--- config.mk ---
export PLATFORM = sky130hd
export DESIGN_NAME = bump_and_turn_walker
export DESIGN_NICKNAME = d
export VERILOG_FILES = /design/src/batw_pkg.sv /design/src/bump_and_turn_walker.sv
export SDC_FILE = /design/constraint.sdc
export NUM_CORES = 1
export LEC_CHECK = 0
export BUFFER_PORTS_ARGS = -buffer_cell sky130_fd_sc_hd__buf_2
export CAP_MARGIN = 15
export CORE_AREA = 2 2 195 197
export CTS_BUF_LIST = sky130_fd_sc_hd__clkbuf_2 sky130_fd_sc_hd__clkbuf_4 sky130_fd_sc_hd__clkbuf_8
export CTS_CLUSTER_SIZE = 10
export DETAILED_ROUTE_END_ITERATION = 10
export DIE_AREA = 0 0 197 199
export HOLD_SLACK_MARGIN = 0.15
export PLACE_DENSITY = 0.67
export SLEW_MARGIN = 20
export SYNTH_ARGS = -nofsm -noshare
export SYNTH_HDL_FRONTEND = slang
export SYNTH_SLANG_ARGS = --single-unit
--- constraint.sdc ---
create_clock -name clk -period 11.95 [get_ports clk]
set_input_delay 1.7925 -clock clk [delete_from_list [all_inputs] [get_ports clk]]
set_output_delay 1.7925 -clock clk [all_outputs]
set_load 0.005 [all_outputs]
--- src/batw_pkg.sv ---
`timescale 1ns / 1ps

package batw_pkg;

  typedef enum logic [2:0] {
    CMD_ENABLE  = 3'd0,
    CMD_DISABLE = 3'd1,
    CMD_BUMPER  = 3'd2,
    CMD_CLIFF   = 3'd3,
    CMD_WHEEL   = 3'd4,
    CMD_TICK    = 3'd5
  } cmd_t;

  typedef enum logic [1:0] {
    REG_LINEAR_VEL  = 2'd0,
    REG_ANGULAR_VEL = 2'd1,
    REG_HALF_TURN   = 2'd2
  } reg_idx_t;

  localparam logic [1:0] COL_BLACK  = 2'd0;
  localparam logic [1:0] COL_ORANGE = 2'd1;
  localparam logic [1:0] COL_RED    = 2'd2;

  localparam int unsigned LAMP_BUMP  = 0;
  localparam int unsigned LAMP_CLIFF = 1;
  localparam int unsigned LAMP_WHEEL = 2;

  localparam logic [15:0] ELAPSED_MAX = 16'hffff;

  typedef struct packed {
    logic [1:0]  lamp2_color;
    logic [1:0]  lamp1_color;
    logic [15:0] angular_cmd;
    logic [15:0] linear_cmd;
    logic        lamp2_valid;
    logic        lamp1_valid;
    logic        vel_valid;
  } result_t;

endpackage

--- src/bump_and_turn_walker.sv ---
`timescale 1ns / 1ps

// path from input accept to result valid: input register, then result register
// throughput: one request per cycle, no bubbles while the result side keeps up
// the single 16x20 turn length multiply sits between the two registers
// reset (rst_n low, synchronous): pipeline empty, controller enabled, all flags clear,
// speeds 500 mm/s and 100 mrad/s, half turn 5027 in q16.4 ticks
module bump_and_turn_walker
  import batw_pkg::*;
(
  input  logic        clk,
  input  logic        rst_n,
  input  logic        cfg_we,
  input  logic [1:0]  cfg_addr,
  input  logic [19:0] cfg_wdata,
  input  logic        in_tvalid,
  output logic        in_tready,
  // [1:0] event_side, [2] event_active, [18:3] random_sample, rest zero
  input  logic [23:0] in_tdata,
  // [2:0] command
  input  logic [2:0]  in_tuser,
  output logic        out_tvalid,
  input  logic        out_tready,
  // [15:0] linear_cmd, [31:16] angular_cmd, [33:32] lamp1_color,
  // [35:34] lamp2_color, rest zero
  output logic [39:0] out_tdata,
  // [0] vel_valid, [1] lamp1_valid, [2] lamp2_valid
  output logic [2:0]  out_tuser
);

  logic [15:0] lin_vel_r;
  logic [15:0] ang_vel_r;
  logic [19:0] half_turn_r;

  logic        in_vld_r;
  logic [2:0]  in_cmd_r;
  logic [1:0]  in_side_r;
  logic        in_act_r;
  logic [15:0] in_rnd_r;

  logic        out_vld_r;
  result_t     res_r, res_nxt;

  logic        on_r, on_nxt;
  logic        pending_r, pending_nxt;
  logic        halted_r, halted_nxt;
  logic [2:0]  bump_r, bump_nxt;
  logic [2:0]  cliff_r, cliff_nxt;
  logic [1:0]  wheel_r, wheel_nxt;
  logic [2:0]  lamp_r, lamp_nxt;
  logic        turning_r, turning_nxt;
  logic        neg_r, neg_nxt;
  logic [15:0] elapsed_r, elapsed_nxt;
  logic [19:0] length_r, length_nxt;

  logic        proc;
  logic        adv;
  logic [15:0] mag;
  logic [35:0] prod;
  logic [15:0] ang_neg;
  logic [2:0]  side_bit3;
  logic [1:0]  side_bit2;
  logic        side3_ok;
  logic        side2_ok;

  assign adv       = !out_vld_r || out_tready;
  assign proc      = in_vld_r && adv;
  assign in_tready = !in_vld_r || adv;

  // config registers
  always_ff @(posedge clk) begin
    if (!rst_n) begin
      lin_vel_r   <= 16'd500;
      ang_vel_r   <= 16'd100;
      half_turn_r <= 20'd5027;
    end else if (cfg_we) begin
      case (cfg_addr)
        REG_LINEAR_VEL:  lin_vel_r   <= cfg_wdata[15:0];
        REG_ANGULAR_VEL: ang_vel_r   <= cfg_wdata[15:0];
        REG_HALF_TURN:   half_turn_r <= cfg_wdata;
        default: ;
      endcase
    end
  end

  // input register
  always_ff @(posedge clk) begin
    if (!rst_n) begin
      in_vld_r <= 1'b0;
    end else if (in_tready) begin
      in_vld_r <= in_tvalid;
    end
  end

  always_ff @(posedge clk) begin
    if (in_tready && in_tvalid) begin
      in_cmd_r  <= in_tuser;
      in_side_r <= in_tdata[1:0];
      in_act_r  <= in_tdata[2];
      in_rnd_r  <= in_tdata[18:3];
    end
  end

  assign side3_ok  = (in_side_r != 2'd3);
  assign side2_ok  = !in_side_r[1];
  assign side_bit3 = 3'b001 << in_side_r;
  assign side_bit2 = 2'b01 << in_side_r[0];

  // |r| in q1.15, -1.0 maps to magnitude 32768
  assign mag     = in_rnd_r[15] ? (~in_rnd_r + 16'd1) : in_rnd_r;
  assign prod    = {20'd0, mag} * {16'd0, half_turn_r};
  assign ang_neg = (ang_vel_r == 16'h8000) ? 16'h7fff : (~ang_vel_r + 16'd1);

  always_comb begin
    on_nxt      = on_r;
    pending_nxt = pending_r;
    halted_nxt  = halted_r;
    bump_nxt    = bump_r;
    cliff_nxt   = cliff_r;
    wheel_nxt   = wheel_r;
    lamp_nxt    = lamp_r;
    turning_nxt = turning_r;
    neg_nxt     = neg_r;
    elapsed_nxt = elapsed_r;
    length_nxt  = length_r;
    res_nxt     = '0;

    case (in_cmd_r)
      CMD_ENABLE:  on_nxt = 1'b1;
      CMD_DISABLE: on_nxt = 1'b0;
      CMD_BUMPER: begin
        if (on_r) begin
          if (side3_ok) begin
            if (in_act_r) begin
              if ((bump_r & side_bit3) == 3'd0) pending_nxt = 1'b1;
              bump_nxt = bump_r | side_bit3;
            end else begin
              bump_nxt = bump_r & ~side_bit3;
            end
          end
          if (!lamp_r[LAMP_BUMP] && bump_nxt != 3'd0) begin
            res_nxt.lamp1_valid = 1'b1;
            res_nxt.lamp1_color = COL_ORANGE;
            lamp_nxt[LAMP_BUMP] = 1'b1;
          end else if (lamp_r[LAMP_BUMP] && bump_nxt == 3'd0) begin
            res_nxt.lamp1_valid = 1'b1;
            res_nxt.lamp1_color = COL_BLACK;
            lamp_nxt[LAMP_BUMP] = 1'b0;
          end
        end
      end
      CMD_CLIFF: begin
        if (side3_ok) begin
          if (in_act_r) begin
            if ((cliff_r & side_bit3) == 3'd0) pending_nxt = 1'b1;
            cliff_nxt = cliff_r | side_bit3;
          end else begin
            cliff_nxt = cliff_r & ~side_bit3;
          end
        end
        if (!lamp_r[LAMP_CLIFF] && cliff_nxt != 3'd0) begin
          res_nxt.lamp2_valid = 1'b1;
          res_nxt.lamp2_color = COL_ORANGE;
          lamp_nxt[LAMP_CLIFF] = 1'b1;
        end else if (lamp_r[LAMP_CLIFF] && cliff_nxt == 3'd0) begin
          res_nxt.lamp2_valid = 1'b1;
          res_nxt.lamp2_color = COL_BLACK;
          lamp_nxt[LAMP_CLIFF] = 1'b0;
        end
      end
      CMD_WHEEL: begin
        if (side2_ok) begin
          if (in_act_r) wheel_nxt = wheel_r | side_bit2;
          else          wheel_nxt = wheel_r & ~side_bit2;
        end
        if (!lamp_r[LAMP_WHEEL] && wheel_nxt != 2'd0) begin
          res_nxt.lamp1_valid = 1'b1;
          res_nxt.lamp1_color = COL_RED;
          res_nxt.lamp2_valid = 1'b1;
          res_nxt.lamp2_color = COL_RED;
          halted_nxt = 1'b1;
          lamp_nxt[LAMP_WHEEL] = 1'b1;
        end else if (lamp_r[LAMP_WHEEL] && wheel_nxt == 2'd0) begin
          res_nxt.lamp1_valid = 1'b1;
          res_nxt.lamp1_color = COL_BLACK;
          res_nxt.lamp2_valid = 1'b1;
          res_nxt.lamp2_color = COL_BLACK;
          halted_nxt = 1'b0;
          lamp_nxt[LAMP_WHEEL] = 1'b0;
        end
      end
      CMD_TICK: begin
        if (turning_r && elapsed_r != ELAPSED_MAX) elapsed_nxt = elapsed_r + 16'd1;
        if (on_r) begin
          if (halted_r) begin
            res_nxt.vel_valid = 1'b1;
          end else begin
            if (pending_r) begin
              pending_nxt = 1'b0;
              neg_nxt     = in_rnd_r[15];
              length_nxt  = prod[34:15];
              elapsed_nxt = 16'd0;
              turning_nxt = 1'b1;
            end
            if (turning_nxt) begin
              if (elapsed_nxt != ELAPSED_MAX && {elapsed_nxt, 4'd0} < length_nxt) begin
                res_nxt.vel_valid   = 1'b1;
                res_nxt.angular_cmd = neg_nxt ? ang_neg : ang_vel_r;
              end else begin
                turning_nxt = 1'b0;
              end
            end else begin
              res_nxt.vel_valid  = 1'b1;
              res_nxt.linear_cmd = lin_vel_r;
            end
          end
        end
      end
      default: ;
    endcase
  end

  // walker state
  always_ff @(posedge clk) begin
    if (!rst_n) begin
      on_r      <= 1'b1;
      pending_r <= 1'b0;
      halted_r  <= 1'b0;
      bump_r    <= 3'd0;
      cliff_r   <= 3'd0;
      wheel_r   <= 2'd0;
      lamp_r    <= 3'd0;
      turning_r <= 1'b0;
      neg_r     <= 1'b0;
      elapsed_r <= 16'd0;
      length_r  <= 20'd0;
    end else if (proc) begin
      on_r      <= on_nxt;
      pending_r <= pending_nxt;
      halted_r  <= halted_nxt;
      bump_r    <= bump_nxt;
      cliff_r   <= cliff_nxt;
      wheel_r   <= wheel_nxt;
      lamp_r    <= lamp_nxt;
      turning_r <= turning_nxt;
      neg_r     <= neg_nxt;
      elapsed_r <= elapsed_nxt;
      length_r  <= length_nxt;
    end
  end

  // result register
  always_ff @(posedge clk) begin
    if (!rst_n) begin
      out_vld_r <= 1'b0;
    end else if (adv) begin
      out_vld_r <= in_vld_r;
    end
  end

  always_ff @(posedge clk) begin
    if (proc) res_r <= res_nxt;
  end

  assign out_tvalid = out_vld_r;
  assign out_tuser  = {res_r.lamp2_valid, res_r.lamp1_valid, res_r.vel_valid};
  assign out_tdata  = {4'd0, res_r.lamp2_color, res_r.lamp1_color,
                       res_r.angular_cmd, res_r.linear_cmd};

  // lamp flags track the sensor flags they summarize
  a_bump_lamp: assert property (@(posedge clk) disable iff (!rst_n)
    lamp_r[LAMP_BUMP] == (bump_r != 3'd0))
    else $error("bumper lamp flag out of step with bumper flags");

  a_cliff_lamp: assert property (@(posedge clk) disable iff (!rst_n)
    lamp_r[LAMP_CLIFF] == (cliff_r != 3'd0))
    else $error("cliff lamp flag out of step with cliff flags");

  a_wheel_halt: assert property (@(posedge clk) disable iff (!rst_n)
    halted_r == lamp_r[LAMP_WHEEL] && halted_r == (wheel_r != 2'd0))
    else $error("halt state out of step with wheel drop flags");

  a_tick_clears_pending: assert property (@(posedge clk) disable iff (!rst_n)
    (proc && in_cmd_r == CMD_TICK && on_r && !halted_r) |=> !pending_r)
    else $error("pending turn survived an enabled tick");

  a_one_speed: assert property (@(posedge clk) disable iff (!rst_n)
    (out_vld_r && res_r.linear_cmd != 16'd0) |-> (res_r.angular_cmd == 16'd0))
    else $error("linear and angular command both nonzero");

endmodule
==> results of run 1 <==
stage by stage:
stage / util (%) / power [uW] / hold WS [ns] / cells
finish: 52.53 / 4592 / 0.4581 / 2630
global placement: 51.35 / 4066 / 0.4377 / 2598
floorplan: - / 3173 / 0.4317 / 2133
global route: 52.53 / 5065 / 0.4894 / 2630
CTS: 52.53 / 4604 / 0.4588 / 2630
detailed placement: 51.35 / 4132 / 0.4460 / 2598
cell usage after synthesis, drive strengths merged, types with 26 or more instances:
master  number
o21ai       40
nand3       52
nand2      391
inv        330
xnor2       37
ha         123
edfxtp      61
dfxtp      105
clkbuf      98
a21o        29
a31oi       26
a21oi      113
and2       128
nor2        99
fa         248
cell families after synthesis:
group | share of synthesized area, %
and+or+nand+nor | 20.41
buffers and inverters | 9.597
xor gates and xnor gates | 2.720
AOI/OAI and AO/OA | 9.454
adders and majority gates | 35.43
muxes | 0.9406
DFF | 21.43
other | 0.02043
layer usage:
metal	up-vias	GRT usage [%]	wire, um
met1	7357	32.02	19340
met5	-	0	0
met4	0	7.547	963
met2	428	42.44	23130
met3	58	2.560	2479
li1	6776	-	-
final timing paths:
path	from	to	slack, ns	cells after the start
setup / recovery	in_rnd_r[2]	out_tdata[17]	1.64	33
hold / removal	length_r[18]	length_r[18]	0.46	2
setup reg to reg	in_rnd_r[2]	out_tdata[17]	1.64	33
hold reg to reg	length_r[18]	length_r[18]	0.46	2
worst max-delay path, delay by kind of cell, from the launching register on:
| kind | cells | cell delay [ns] |
|---|---|---|
| buffers and inverters | 4 | 0.45 |
| adders and majority gates | 8 | 3.63 |
| AOI/OAI and AO/OA | 11 | 2.64 |
| DFF | 1 | 0.47 |
| xor gates and xnor gates | 2 | 0.29 |
| and+or+nand+nor | 8 | 2.53 |
sequential cells by signal, indices dropped and copies added, names as in the netlist, 2 cells and up:
register and cells:
out_tdata 36, half_turn_r 20, length_r 20, ang_vel_r 16, elapsed_r 16, in_rnd_r 16, lin_vel_r 16, bump_r 3
cliff_r 3, in_cmd_r 3, lamp_r 3, out_tuser 3, in_side_r 2, wheel_r 2
cell type report:
type	count	area [um^2]	area share (%)
repair buffers	113	625.6	3.207
inverters	330	1239	6.351
well taps	474	593.1	3.041
clock inverters	13	180.2	0.9237
clock buffers	19	255.2	1.309
flip-flops and latches	166	3934	20.17
multi-input cells	1515	12680	65.00
power groups by stage:
stage / logic (uW) / clock network [uW] / registers [uW]
final: 3500 / 453 / 634
after global routing: 3940 / 484 / 637
after CTS: 3510 / 462 / 634
after detailed placement: 3490 / 0 / 646
after global placement: 3420 / 0 / 646
after floorplan: 2550 / 0 / 627
==> run summary, run 1 <==
Site Rows -> 71
Starting density of the core -> 49.43%
Gpl congestion -> 0.8608
Fin Clk Skew -> 0.02481 ns
Total gr overflow -> 0
Net Switching -> 2430 uW
Port Buffer Count -> 89
Final setup TNS -> 0 ns
Drt total wl -> 45,910 um
Syn Inst Count -> 2,130
Rel. slew slack -> 29.62%
Root buf cell -> clkbuf_8
Pin count of the biggest net entering global routing -> 46
Critical Setup Path Class -> reg -> reg
Power share of the sequential group -> 13.8%
Unrepaired setup endpoints after global routing -> false
Synth top area share -> 27.05%
Post-CTS Setup Bufs -> 0
Top cells by area, synth -> fa_1, dfxtp_1, edfxtp_1, ha_1, nand2_1
Final setup viols -> 0
Power Internal -> 2162 uW
Area delta synth->final -> 6.257%
Req. time, crit path -> 12.16 ns
Drt pass-1 iters -> 5
Crit-path max FO -> 20
CTS buffer count -> 17
CP Launch Type -> flip-flop
First-pass GRT wire length -> 75,360 um
P_leak -> 0.008865 uW
Final Hold Viols -> 0
Ant diodes -> 0
Switching Fraction -> 52.92%
Antenna Nets Post-Route -> 0
Area post-placement -> 19,070 um^2
Layout cells sized above 1 -> 7.699%
Vias -> 14,620
Hold buffers post-CTS -> 0
Cell area after synthesis -> 18,360 um^2
Die Y-Extent -> 199 um
Synthesis-stage register bit count -> 166
I/O pin cnt -> 99
Max Cap Viol -> 0
Library cells used by synthesis -> 78
Comb power frac -> 76.3%
Die X -> 197 um
Maximum clock path buffer count -> 2
TritonCTS clock tree -> built
Final instance area -> 19,510 um^2
Most frequent cells in the layout -> nand2_1, inv_1, fa_1
CTS resizes -> 0
DP HPWL -> 34,650 um
Full die area -> 39,200 um^2
Warnings, synthesis -> 0
Setup WS pre-CTS -> 1.751 ns
Sequential area share after synthesis -> 21.43%
Filler cells -> 3,490
Top achievable clock speed -> 96.95 MHz
CP most frequent cell -> fa_1
Minimum clock period -> 10.31 ns
Vias in the first global route -> 14,750
Leading cell type in the layout, fill and taps excluded -> nand2_1
NumNets Final -> 2,568
Worst-margin pin slew -> 1.056 ns
Residual DRC -> 0
Clk pin slew, worst setup/hold paths -> 0.10 ns
Worst skew pair latency -> 0.50 ns
Min-Delay Path Class -> reg -> reg
Post-route setup slack -> 1.635 ns
Initial antenna violation count -> 0
Post-synthesis async set-or-reset flop share -> 0%
Share of power burned in the clock network -> 9.9%
Yosys top cell by area -> fa_1
Post-route clock period utilization -> 86.31%
Vias/cell -> 5.559
Arrival time at the worst endpoint -> 10.53 ns
GRT Overall Usage -> 24.36%
Outcome -> complete, no violations
Synth Flop Type -> dfxtp_1
Max stage delay on crit path -> 0.67 ns
Pins Over Slew Limit -> 0
H-tree depth -> 4
Crit path capture type -> flip-flop
Violation count after the first detailed-routing iteration -> 848
Peak VDD IR -> 0.0002799 V
Clk sinks -> 166
Drt wl/cell -> 17.46 um
Crit path max-delay cell type -> nor4_1
Syn_area_per_cell -> 8.618 um^2
Number of synthesized flops with an enable pin -> 61
Core box area -> 37,130 um^2
PwrDens -> 235.4 nW/um^2
Power figures use the tool's default switching activity.
==> run 2: changes to the inputs <==
- PLACE_DENSITY: 0.67 -> 0.69
- clock period: 11.95 -> 9.3 ns (I/O delays scaled with it)
==> run 2 against run 1 <==
Global-route usage rose by 0.44 points. Core utilization rose by 3.6 points. First-iteration DRC count rose by 14%. Setup slack got worse by 1.7 ns. The flow now finishes with violations (setup timing). Clock skew rose by 0.0026 ns. Routed wire length rose by 4.9%. Clock power rose by 24%. Total power rose by 74%.
==> run summary, run 2 (synthesis gave the netlist of run 1 again) <==
Crit-path max FO -> 8
Final Hold Viols -> 0
Core box area -> 37,130 um^2
Antenna Nets Post-Route -> 0
Crit path capture type -> flip-flop
TritonCTS clock tree -> built
Top sig layer -> met5
Worst-margin pin slew -> 0.9833 ns
Req. time, crit path -> 9.51 ns
Finished Layout Cells -> 2,705
Fin Clk Skew -> 0.02738 ns
Maximum clock path buffer count -> 2
CTS buffer count -> 17
Clk pin slew, worst setup/hold paths -> 0.11 ns
Pin count of the biggest net entering global routing -> 66
Final setup viols -> 9
Placed cell count -> 2,649
Arrival time at the worst endpoint -> 9.56 ns
Most frequent cells in the layout -> nand2_1, inv_1, fa_1
First-pass GRT wire length -> 77,100 um
Switching Fraction -> 51.12%
Gpl congestion -> 0.9224
Residual DRC -> 0
CP Launch Type -> flip-flop
Die Y-Extent -> 199 um
Drt pass-1 iters -> 6
Reg2Reg Depth -> 35
Min-Delay Path Depth -> 2
PwrDens -> 383.6 nW/um^2
Pins Over Slew Limit -> 0
Vias -> 14,980
Max stage delay on crit path -> 0.61 ns
Share of power burned in the clock network -> 7.0%
Violation count after the first detailed-routing iteration -> 968
Root buf cell -> clkbuf_8
Vias/cell -> 5.538
Top achievable clock speed -> 106.9 MHz
Hold Path Sink -> lin_vel_r[13]
Port Buffer Count -> 89
P_leak -> 0.009396 uW
H-tree depth -> 4
Die X -> 197 um
Vias in the first global route -> 15,010
Comb power frac -> 82.9%
DP HPWL -> 35,630 um
Metal-1 WL -> 20,250 um
Total gr overflow -> 0
Flop2flop setup slack -> -0.05 ns
Power share of the sequential group -> 10.1%
Post-route setup slack -> -0.05051 ns
Register area -> 3934 um^2
Max Cap Viol -> 0
Starting density of the core -> 49.43%
I/O pin cnt -> 99
Failing checks -> setup timing
Drt wl/cell -> 17.79 um
Worst skew pair latency -> 0.48 ns
Max reg flops -> 36
Outcome -> finished with violations
Post-route clock period utilization -> 100.5%
NumNets Final -> 2,640
Met2 wire len -> 23,700 um
Critical Setup Path Class -> reg -> reg
Unrepaired setup endpoints after global routing -> true
Minimum clock period -> 9.351 ns
Site Rows -> 71
Power Internal -> 3907 uW
Full die area -> 39,200 um^2
Crit path max-delay cell type -> or4_4
Clk sinks -> 166
WL met3 -> 2789 um
Initial antenna violation count -> 5
Net Switching -> 4086 uW
Hold buffers post-CTS -> 0
R2r endpoint -> out_tdata[26]
CP most frequent cell -> fa_1
Min-Delay Path Class -> reg -> reg
Setup WS pre-CTS -> -0.1715 ns
Peak VDD IR -> 0.0005860 V
Area of the multi-input gates -> 13,290 um^2
Area delta synth->final -> 13.54%
Rel. slew slack -> 34.45%
GRT Overall Usage -> 24.81%
Drt total wl -> 48,140 um
Hold wc startpoint -> lin_vel_r[13]
Leading cell type in the layout, fill and taps excluded -> nand2_1
Crit Reg-Reg Startpoint -> in_rnd_r[5]
Layout cells sized above 1 -> 14.05%
Filler cells -> 3,301
run 2: power groups by stage:
| stage | Sequential [uW] | Combinational [uW] | Clock [uW] |
|---|---|---|---|
| floorplan | 806 | 3270 | 0 |
| global placement | 820 | 4780 | 0 |
| detailed placement | 820 | 4870 | 0 |
| CTS | 804 | 5000 | 570 |
| global route | 809 | 7250 | 591 |
| finish | 806 | 6630 | 560 |
run 2: worst max-delay path, delay by kind of cell, from the launching register on:
kind,cells,cell delay [ns]
compound gates,9,1.80
buf+inv,6,0.74
xor+xnor,2,0.31
fa+ha+maj,8,3.51
flops,1,0.42
simple gates,10,2.32
run 2: worst max path at each step:
stage / from / to / cells past startpoint
2_1_floorplan: in_rnd_r[0] / out_tdata[20] / 37
3_3_place_gp: in_rnd_r[5] / out_tdata[20] / 36
3_5_place_dp: in_rnd_r[0] / out_tdata[30] / 32
4_1_cts: in_rnd_r[4] / out_tdata[23] / 35
5_1_grt: in_rnd_r[2] / out_tdata[19] / 35
6_report: in_rnd_r[5] / out_tdata[26] / 35
run 2: routing by layer:
layer | vias up | track usage [%]
met5 | - | 0
met4 | 4 | 7.547
met3 | 92 | 3.374
met2 | 496 | 42.61
met1 | 7449 | 32.70
li1 | 6939 | -
run 2: stage by stage:
step	total power (uW)	util, %	setup TNS [ns]	area, um^2	hold WS [ns]
after floorplan	4078	-	0	18370	0.4317
after global placement	5600	52.70	-0.01366	19570	0.4375
after detailed placement	5689	52.70	-1.833	19570	0.4426
after CTS	6373	54.10	0	20090	0.4583
after global routing	8646	56.13	-4.596	20840	0.4701
final	7994	56.13	-0.2736	20840	0.4606
run 2: area by class of cell:
type | count | share of cell area [%]
antenna | 3 | 0.03602
clock buffer | 17 | 1.123
clock inverter | 15 | 1.003
inverter | 330 | 5.943
multi-input combinational | 1515 | 63.74
sequential | 166 | 18.87
tap | 474 | 2.846
timing repair buffer | 185 | 6.430
run 2: what timing repair did:
action,in CTS,in global routing
gates resized for setup,14,105
setup endpoints to repair,17,18
gates cloned,0,4
setup buffers,2,15
pin swaps,10,46
==> run 3: changes to the inputs <==
- CELL_PAD_IN_SITES_DETAIL_PLACEMENT: not set -> 1
- CELL_PAD_IN_SITES_GLOBAL_PLACEMENT: not set -> 1
- CORE_AREA: 2 2 195 197 -> 2 2 205 207
- DIE_AREA: 0 0 197 199 -> 0 0 207 209
- PLACE_DENSITY: 0.69 -> not set
- PLACE_DENSITY_LB_ADDON: not set -> 0.1
==> run 3 against run 2 <==
The flow now finishes without violations. Combinational power is 2% higher. Sequential power barely moved. Clock skew up 0.0046 ns. Final area increased by 1.9%. Clock-buffer cell count stayed put. Non-clock buffer count rose by 49. Routed wire length is 14% higher. Critical path depth increased by 4. Flip-flop and latch count is the same. Sequential share of layout area down 0.34 points. Critical endpoint is now out_tdata[17]. Largest power group unchanged. Highest routed layer unchanged.
==> run summary, run 3 (synthesis gave the netlist of run 1 again) <==
Outcome -> complete, no violations
Vias/cell -> 5.332
Clk pin slew, worst setup/hold paths -> 0.11 ns
Max Cap Viol -> 0
Min-Delay Path Class -> reg -> reg
P_leak -> 0.009604 uW
I/O pin cnt -> 99
Hold buffers post-CTS -> 0
Filler cells -> 4,903
Worst skew pair latency -> 0.56 ns
Die X -> 207 um
Maximum clock path buffer count -> 2
Final setup viols -> 0
Full die area -> 43,260 um^2
CP Launch Type -> flip-flop
Finished Layout Cells -> 2,819
Critical Setup Path Class -> reg -> reg
Placed cell count -> 2,763
Site Rows -> 75
Fin Clk Skew -> 0.03198 ns
GRT Overall Usage -> 26.35%
Pins Over Slew Limit -> 0
Design Power -> 8098 uW
Peak VDD IR -> 0.0005005 V
Post-route clock period utilization -> 99.97%
Rel. slew slack -> 33.06%
Core box area -> 41,290 um^2
TritonCTS clock tree -> built
Antenna Nets Post-Route -> 0
Final Hold Viols -> 0
Total gr overflow -> 0
Most frequent cells in the layout -> nand2_1, inv_1, fa_1
Leading cell type in the layout, fill and taps excluded -> nand2_1
Die Y-Extent -> 209 um
Root buf cell -> clkbuf_8
Minimum clock period -> 9.297 ns
First-pass GRT wire length -> 89,330 um
WP depth -> 39
Port Buffer Count -> 89
Worst-margin pin slew -> 1.004 ns
Gpl congestion -> 0.8482
Violation count after the first detailed-routing iteration -> 590
Critical path buffer and inverter count -> 10
Residual DRC -> 0
Drt total wl -> 55,060 um
Clk sinks -> 166
Vias -> 15,030
Arrival time at the worst endpoint -> 9.56 ns
Max reg flops -> 36
Area delta synth->final -> 15.66%
PwrDens -> 381.4 nW/um^2
Initial antenna violation count -> 5
Top achievable clock speed -> 107.6 MHz
Reg2Reg Depth -> 39
CTS buffer count -> 17
Min-Delay Path Depth -> 2
Crit-path max FO -> 8
Starting density of the core -> 44.46%
Layout cells sized above 1 -> 16.21%
Crit path capture type -> flip-flop
Crit path max-delay cell type -> or4_4
Area post-placement -> 20,000 um^2
DP HPWL -> 42,870 um
Vias in the first global route -> 16,650
H-tree depth -> 4
Unrepaired setup endpoints after global routing -> true
Drt wl/cell -> 19.53 um
Req. time, crit path -> 9.57 ns
Drt pass-1 iters -> 5
Max stage delay on crit path -> 0.60 ns
CP delay by family, top -> adder cells
Pin count of the biggest net entering global routing -> 47
Final instance area -> 21,230 um^2
NumNets Final -> 2,689
run 3: cell types whose count changed in the layout (fill, tap and decap cells not counted), sizes merged:
cell / change
buf: +52
clkinv: -1
clkbuf: -3
clkinvlp: +1
run 3: through the flow:
stage          setup slack [ns]  hold WS (ns)   TNS, ns  utilization [%]
6_report               0.002669        0.4609         0            51.42
5_1_grt                 -0.3665        0.4896    -5.650            51.42
4_1_cts                -0.02644        0.4591  -0.06876            50.99
3_5_place_dp            -0.4582        0.4429    -7.312            48.44
3_3_place_gp            -0.3489        0.4371    -5.362            48.43
2_1_floorplan            0.2784        0.4317         0                -
run 3: final cells by class:
cell class / instances / area (um^2) / share of cell area, %
clock buffer: 17 / 234.0 / 1.102
inverter: 330 / 1239 / 5.834
multi-input combinational: 1515 / 13290 / 62.59
timing repair buffer: 234 / 1677 / 7.897
antenna: 3 / 7.507 / 0.03536
tap: 539 / 674.4 / 3.176
clock inverter: 15 / 176.4 / 0.8309
sequential: 166 / 3935 / 18.53
run 3: timing repair:
item,4_1_cts,5_1_grt
gates cloned,1,0
pin swaps,41,24
buffers inserted,13,7
endpoints found under the setup margin,18,18
resized for setup,97,22
run 3: worst paths after layout:
path            startpoint       endpoint  slack (ns)
max            in_rnd_r[4]  out_tdata[17]       0.003
min          lin_vel_r[11]  lin_vel_r[11]        0.46
max reg2reg    in_rnd_r[4]  out_tdata[17]       0.003
min reg2reg  lin_vel_r[11]  lin_vel_r[11]        0.46
run 3: layer usage:
layer	part of all wire, %	track usage (%)	vias to the layer above
met5	0.020	0	-
met4	2.5	8.695	2
met3	4.0	4.494	72
met2	51	46.37	229
met1	43	32.81	7711
li1	-	-	7016
run 3: power by group:
group	switching (uW)	leakage (uW)	internal [uW]
clock	355	0.000205	206
sequential	32.5	0.00143	777
combinational	3620	0.00797	3100
run 3: worst register-to-register path, delay by kind of cell (launching register included):
family	cells	cell delay, ns
xor+xnor	2	0.25
flops	1	0.45
compound gates	9	1.41
fa+ha+maj	8	3.31
simple gates	10	2.25
buf+inv	10	1.36
